File: src/rtl/core/wra_pkg.sv
// ----------------------------------------------------------------------------
// wra_pkg
// Shared constants and types for the wraparound range ALU: operation and
// status codes, intermediate width and the divider request bundle.
// ----------------------------------------------------------------------------
package wra_pkg;

  localparam int DEFAULT_VALUE_WIDTH = 32;
  localparam int X_WIDTH             = 64;   // exact intermediate result
  localparam int ITER_WIDTH          = 7;    // divider step counter, holds X_WIDTH
  localparam int FIELD_WIDTH         = 32;
  localparam int CFG_INDEX_WIDTH     = 4;
  localparam int RESET_LOW           = 1;
  localparam int RESET_HIGH          = 12;

  // register indexes
  localparam logic [CFG_INDEX_WIDTH-1:0] REG_RANGE_LOW  = 4'd0;
  localparam logic [CFG_INDEX_WIDTH-1:0] REG_RANGE_HIGH = 4'd1;

  // operation codes
  localparam logic [4:0] OP_LOAD  = 5'd0;
  localparam logic [4:0] OP_ADD   = 5'd1;
  localparam logic [4:0] OP_SUB   = 5'd2;
  localparam logic [4:0] OP_RSUB  = 5'd3;
  localparam logic [4:0] OP_MUL   = 5'd4;
  localparam logic [4:0] OP_DIV   = 5'd5;
  localparam logic [4:0] OP_RDIV  = 5'd6;
  localparam logic [4:0] OP_MOD   = 5'd7;
  localparam logic [4:0] OP_AND   = 5'd8;
  localparam logic [4:0] OP_OR    = 5'd9;
  localparam logic [4:0] OP_XOR   = 5'd10;
  localparam logic [4:0] OP_SHL   = 5'd11;
  localparam logic [4:0] OP_SHR   = 5'd12;
  localparam logic [4:0] OP_NEG   = 5'd13;
  localparam logic [4:0] OP_NOT   = 5'd14;
  localparam logic [4:0] OP_INC   = 5'd15;
  localparam logic [4:0] OP_DEC   = 5'd16;
  localparam logic [4:0] OP_QUERY = 5'd17;

  // status codes
  localparam logic [2:0] ST_OK       = 3'd0;
  localparam logic [2:0] ST_INEXACT  = 3'd1;
  localparam logic [2:0] ST_DIVZERO  = 3'd2;
  localparam logic [2:0] ST_BADRANGE = 3'd3;
  localparam logic [2:0] ST_SHIFT    = 3'd4;

  // comparison codes
  localparam logic [1:0] CMP_LESS    = 2'd0;
  localparam logic [1:0] CMP_EQUAL   = 2'd1;
  localparam logic [1:0] CMP_GREATER = 2'd2;

  typedef struct packed {
    logic                  start;
    logic [ITER_WIDTH-1:0] iters;
  } div_req_t;

endpackage

File: src/rtl/core/wra_div.sv
// ----------------------------------------------------------------------------
// wra_div
// Restoring unsigned divider, one quotient bit per cycle. The dividend is
// left aligned; iters gives how many of its top bits take part.
// ----------------------------------------------------------------------------
module wra_div #(
  parameter int VALUE_WIDTH = wra_pkg::DEFAULT_VALUE_WIDTH
) (
  input  logic                           clk,
  input  logic                           rst,
  input  wra_pkg::div_req_t              req,
  input  logic [wra_pkg::X_WIDTH-1:0]    dividend,
  input  logic [VALUE_WIDTH:0]           divisor,
  output logic                           done,
  output logic [wra_pkg::X_WIDTH-1:0]    quotient,
  output logic [VALUE_WIDTH:0]           remainder
);
  import wra_pkg::*;

  localparam int W = VALUE_WIDTH;

  logic [X_WIDTH-1:0]    quo;
  logic [W:0]            rem;
  logic [W:0]            dsr;
  logic [ITER_WIDTH-1:0] cnt;
  logic                  busy;
  logic [W+1:0]          shifted;
  logic [W+1:0]          trial;

  assign shifted = {rem, quo[X_WIDTH-1]};
  assign trial   = shifted - {1'b0, dsr};

  always_ff @(posedge clk) begin
    done <= 1'b0;
    if (rst) begin
      busy <= 1'b0;
    end else if (req.start) begin
      busy <= 1'b1;
      quo  <= dividend;
      rem  <= '0;
      dsr  <= divisor;
      cnt  <= req.iters;
    end else if (busy) begin
      if (!trial[W+1]) begin
        rem <= trial[W:0];
        quo <= {quo[X_WIDTH-2:0], 1'b1};
      end else begin
        rem <= shifted[W:0];
        quo <= {quo[X_WIDTH-2:0], 1'b0};
      end
      cnt <= cnt - ITER_WIDTH'(1);
      if (cnt == ITER_WIDTH'(1)) begin
        busy <= 1'b0;
        done <= 1'b1;
      end
    end
  end

  assign quotient  = quo;
  assign remainder = rem;

endmodule

File: config.mk
export PLATFORM = sky130hd
export DESIGN_NAME = wra_div
export DESIGN_NICKNAME = d
export VERILOG_FILES = /design/src/rtl/core/wra_pkg.sv /design/src/rtl/core/wra_div.sv
export SDC_FILE = /design/constraint.sdc
export NUM_CORES = 1
export LEC_CHECK = 0
export BUFFER_PORTS_ARGS = -buffer_cell sky130_fd_sc_hd__buf_2
export CAP_MARGIN = 20
export CORE_MARGIN = 2
export CORE_UTILIZATION = 30
export DETAILED_ROUTE_END_ITERATION = 12
export PLACE_DENSITY_LB_ADDON = 0.25
export SYNTH_ARGS = -nofsm -noshare
export SYNTH_HDL_FRONTEND = slang
export SYNTH_SLANG_ARGS = --single-unit
export TNS_END_PERCENT = 1
File: constraint.sdc
create_clock -name clk -period 5.1 [get_ports clk]
set_input_delay 0 -clock clk [delete_from_list [all_inputs] [get_ports clk]]
set_output_delay 0 -clock clk [all_outputs]
set_load 0.02 [all_outputs]
==> results.yml, run 1 <==
pwr:
  vdd.ir_drop.worst_mv: 0.223
  p_leak_nw: 4.44
  powerDensity_nw_per_um2: 339
global_route:
  grt_pass1_wl_um: 32400
  gr-total-overflow: 0
  grt_max_degree: 82
  grt_pass1_vias: 6232
  grtUsageTotal_pct: 15.7
  antenna_found_initial: 1
place:
  gp_congestion: 0.807
  dpl.cell_count: 1143
  post-dp-hpwl_um: 14100
  io_buffers: 204
layout:
  nets: 1081
  drive_gt1_share_pct: 33.6
  n_fill_cell: 2422
  final_cells: 1281
  synthToLayoutAreaGrowth_pct: 40.3
drt:
  routed_wl_um: 20600
  first_iter_violations: 257
  wl_per_cell_um: 16.1
  antenna_left: 0
  via_count: 5995
  vias_per_cell: 4.68
  firstDrtPassIters: 4
  drc: 0
yosys:
  ys_ff_latch: 139
  synth.area.top_cells: "edfxtp_1 54%, mux2_2 9.3%, ha_1 5.8%"
  synth.top_cells.by_count: "137 x edfxtp_1, 63 x mux2_2, 47 x nor2_1"
  synthesis.nets: 767
  synth_edf_count: 137
  avgSynthCellArea_sq_um: 12.2
  synth_area_sq_um: 7610
  ys.flop_type: "edfxtp_1"
  yosysMostFrequentCell: "edfxtp_1"
  ys_types: 60
  synthesis.instances: 624
  synth_top_area_cell: "edfxtp_1"
  post-synth-top-area-fraction_pct: 54.1
  yosys_warnings: 0
  async_reset_ff_share_pct: 0
  ys_seq_area_share_pct: 54.6
floorplanning:
  die_h_um: 163
  num_io_pins: 205
  die-area_sq_um: 26700
  floorplan.initialDensity_pct: 30.4
  fp.coreArea_sq_um: 25000
  die_w_um: 163
  rows: 58
cts:
  clock-sinks: 139
  cts_max_level: 4
  numCtsBuffers: 17
  clk_pin_slew_worst_paths_ns: 0.06
  cts_tree: "done"
  clock_latency_ns: 0.43
  root_buffer: "clkbuf_16"
  cts_resized: 0
  cts_buffer_depth: 2
timing:
  worst_clock_skew_ns: 0.0175
  relSlewSlack_pct: 31.4
  tightest_slew_ns: 1.03
  fmax_mhz: 266
  setup_viol: 0
  totalNegativeSetupSlack_ns: 0
  period_needed_ns: 3.76
  hold_violations: 0
  rsz0062_at_grt: "no"
  period_share_pct: 73.8
  slew_viol_final: 0
outcome:
  outcome: "complete, no violations"
critical_path:
  critPathMaxFanout: 24
  crit_chain: "ha_1, nor2b_1, o21ai_0, o2111a_1, or4b_4, a21oi_4, o41ai_4, nor2_4, buf_4, mux2i_1, nor2_1"
  cp-start-kind: "flop"
  cp_slowest_cell: "or4b_4"
  critPathRequiredTime_ns: 5.24
  endpoint_kind: "flop"
  cpPeakStageDelay_ns: 0.58
  crit_type: "flop to flop"
  cp_data_arrival_time_ns: 3.90
hold_path:
  hold_path.class: "input port to flop"
run:
  cap_viol_max_count: 0
## sequential cells by signal (all words and copies together), names as in the netlist
name and count:
dsr 33, remainder 33, cnt 7, done 1, busy 1, quotient 64
## power by group
part	internal [mW]	total (mW)	switching (mW)
registers	1.37	1.43	0.0534
logic	0.390	0.887	0.498
clock network	0.743	1.31	0.568
## area by class of cell
class	instances	area, sq um	area share [%]
clock inverter	14	176	1.65
sequential	139	4150	38.9
inverter	46	173	1.62
antenna	1	2.50	0.0234
multi-input combinational	420	3200	30.0
timing repair buffer	314	2130	20.0
tap	330	413	3.87
clock buffer	17	425	3.98
## stage by stage
stage | area [sq um] | setup WS (ns) | util [%] | hold slack (ns) | power, mW
3_3_place_gp | 8990 | 1.42 | 35.9 | 0.178 | 2.27
2_1_floorplan | 7610 | 1.30 | - | 0.0780 | 2.05
5_1_grt | 10700 | 1.06 | 42.6 | 0.0788 | 3.81
4_1_cts | 10600 | 1.27 | 42.5 | 0.0784 | 3.66
6_report | 10700 | 1.34 | 42.6 | 0.0951 | 3.63
3_5_place_dp | 8990 | 1.29 | 35.9 | 0.179 | 2.28
## per-layer routing
layer	track usage [%]	wire [um]	part of all wire, %
met3	5.59	1400	6.8
met1	18.8	8930	43
met5	0	0	0
met2	26.9	10000	49
met4	3.86	255	1.2
## cell families (layout without fill, tap and decap cells)
group / after synthesis / count (layout) / share of synthesized area, %
AOI/OAI and AO/OA: 125 / 125 / 11.2
xor gates and xnor gates: 29 / 29 / 3.34
adders and majority gates: 36 / 36 / 6.02
buffers and inverters: 65 / 391 / 3.53
DFF: 139 / 139 / 54.6
muxes: 84 / 84 / 12.1
other: 0 / 1 / 0
and+or+nand+nor: 146 / 146 / 9.19
## path summary, 6_finish.rpt
check / start / endpoint / slack, ns / cells after the start
setup / recovery: remainder[0]$_SDFFCE_PP0P_ / remainder[2]$_SDFFCE_PP0P_ / 1.34 / 11
hold / removal: req[7] / remainder[25]$_SDFFCE_PP0P_ / 0.1 / 2
setup reg to reg: remainder[0]$_SDFFCE_PP0P_ / remainder[2]$_SDFFCE_PP0P_ / 1.34 / 11
hold reg to reg: busy$_SDFF_PP0_ / done$_SDFF_PP0_ / 0.49 / 1
## placed cells by master (no fill, tap or decap), types with 5 or more instances in the layout
cell and instances:
buf_2 203, edfxtp_1 137, dlygate4sd3_1 105, mux2_2 63, inv_1 45, nor2_1 45, nand2_1 43, a21oi_1 35
ha_1 35, o21ai_0 32, mux2i_1 21, xnor2_1 17, clkbuf_16 17, xor2_1 12, a21o_1 9, and3_1 7
nor3_1 7, and2_1 6, nand3_1 6, nand4_1 5, nand2b_1 5, a31oi_1 5, inv_8 5, buf_4 5
## critical path, delay by kind of cell (launching register included)
kind,cells,cell delay (ns)
compound gates,4,0.90
mux,1,0.25
buf+inv,1,0.45
fa+ha+maj,1,0.30
flops,1,0.42
simple gates,4,1.16
## what timing repair did
action	4_1_cts	5_1_grt
hold endpoints to repair	105	0
setup buffers	0	0
hold buffers	105	0
Power figures use the tool's default switching activity.
==> inputs of run 2 (changes only) <==
==> constraint.sdc (replaced) <==
create_clock -name clk -period 3.05 [get_ports clk]
set_input_delay 0 -clock clk [delete_from_list [all_inputs] [get_ports clk]]
set_output_delay 0 -clock clk [all_outputs]
set_load 0.02 [all_outputs]
==> run 2 against run 1 <==
  * Utilization is 1.7 points higher
  * Count of clock-buffer cells in the layout stayed put
  * Clock skew is 0.0052 ns lower
  * Combinational power grew 92%
  * Worst hold slack gained 0.13 ns
  * Sequential cell count unchanged
  * Final area is 4.1% higher
  * Critical path type unchanged
  * Critical endpoint is now remainder[15]$_SDFFCE_PP0P_
==> results.yml, run 2 (synthesized netlist as in run 1, its figures left out) <==
global_route:
  antenna_found_initial: 0
  grt_max_degree: 65
  grtUsageTotal_pct: 16.0
  grt_pass1_wl_um: 32900
  grt_pass1_vias: 6386
  gr-total-overflow: 0
timing:
  fmax_mhz: 334
  hold_violations: 0
  period_share_pct: 98.1
  period_needed_ns: 2.99
  tightest_slew_ns: 0.811
  slew_viol_final: 0
  rsz0062_at_grt: "yes"
  relSlewSlack_pct: 45.9
  worst_clock_skew_ns: 0.0123
  setup_viol: 0
  fin_ws_ns: 0.0588
  totalNegativeSetupSlack_ns: 0
layout:
  final_util_pct: 44.4
  largest_reg_flops: 64
  diodes: 0
  n_fill_cell: 2369
  drive_gt1_share_pct: 37.4
  final_cell_mix: "203 x buf_2, 137 x edfxtp_1, 106 x dlygate4sd3_1"
  final_cells: 1322
  synthToLayoutAreaGrowth_pct: 46.0
  nets: 1123
  layout_commonest_cell: "buf_2"
drt:
  via_count: 6158
  firstDrtPassIters: 4
  vias_per_cell: 4.66
  routed_wl_um: 21100
  drc: 0
  antenna_left: 0
  first_iter_violations: 289
  wl_per_cell_um: 16.0
cts:
  cts_tree: "done"
  clock-sinks: 139
  cts_max_level: 4
  clock_latency_ns: 0.44
  cts_buffer_depth: 2
  numCtsBuffers: 17
  root_buffer: "clkbuf_16"
  clk_pin_slew_worst_paths_ns: 0.07
floorplanning:
  die_h_um: 163
  die_w_um: 163
  floorplan.initialDensity_pct: 30.4
  num_io_pins: 205
  die-area_sq_um: 26700
  rows: 58
  fp.coreArea_sq_um: 25000
pwr:
  power_mw: 6.26
  vdd.ir_drop.worst_mv: 0.292
  powerDensity_nw_per_um2: 564
  p_leak_nw: 4.67
place:
  post-dp-hpwl_um: 14400
  place_ws_ns: -0.0860
  io_buffers: 204
  gp_congestion: 0.800
  dpl.cell_count: 1179
hold_path:
  hold_path.class: "input port to flop"
outcome:
  outcome: "complete, no violations"
critical_path:
  endpoint_kind: "flop"
  critPathMaxFanout: 8
  crit_type: "flop to flop"
  critPathRequiredTime_ns: 3.20
  cp-start-kind: "flop"
  cp_data_arrival_time_ns: 3.14
run:
  cap_viol_max_count: 0
## run 2: final timing paths
path | from | end | slack, ns | cells past startpoint
worst max-delay path | remainder[0]$_SDFFCE_PP0P_ | remainder[15]$_SDFFCE_PP0P_ | 0.06 | 12
worst min-delay path | req[7] | cnt[1]$_DFFE_PP_ | 0.22 | 3
worst max register to register | remainder[0]$_SDFFCE_PP0P_ | remainder[15]$_SDFFCE_PP0P_ | 0.06 | 12
worst min register to register | busy$_SDFF_PP0_ | done$_SDFF_PP0_ | 0.51 | 1
## run 2: worst max-delay path, stage by stage (launching register included)
cell	delay, ns
edfxtp_1	0.40
ha_1	0.29
nor2b_4	0.14
o21ai_2	0.08
o2111a_1	0.27
or4b_4	0.52
a21oi_4	0.20
o41ai_4	0.12
nor2_4	0.15
buf_12	0.14
buf_12	0.13
mux2i_1	0.19
nor2_1	0.05
## run 2: per-layer routing
layer  routed length [um]  vias to the layer above  GRT usage, %
met5                    0                        -             0
met3                 1350                       15          4.55
met2                10300                      184          27.7
li1                     -                     3053             -
met4                  260                        0          4.91
met1                 9200                     2906          19.3
## run 2: layout make-up
class / instances / area [sq um] / share of cell area, %
Sequential cell: 139 / 4150 / 37.4
Multi-Input combinational cell: 420 / 3260 / 29.3
Timing Repair Buffer: 356 / 2510 / 22.6
Clock buffer: 17 / 425 / 3.83
Tap cell: 330 / 413 / 3.72
Clock inverter: 14 / 174 / 1.57
Inverter: 46 / 173 / 1.55
## run 2: where the power goes
part           internal (mW)  switching [mW]  leakage, nW
Sequential              2.30          0.0843         1.33
Clock                   1.24           0.942        0.293
Combinational          0.817           0.882         3.05
## run 2: repair_timing
item | 4_1_cts | 5_1_grt
hold buffers | 106 | 0
hold endpoints to repair | 105 | 0
gates cloned | 2 | 0
gates resized for setup | 9 | 9
buffers inserted | 4 | 0
pin swaps | 7 | 5
endpoints found under the setup margin | 22 | 29
## run 2: per-stage QoR
stage	hold WS (ns)	cell area (sq um)
2_1_floorplan	0.0780	7620
3_3_place_gp	0.179	9290
3_5_place_dp	0.178	9290
4_1_cts	0.212	11100
5_1_grt	0.230	11100
6_report	0.224	11100
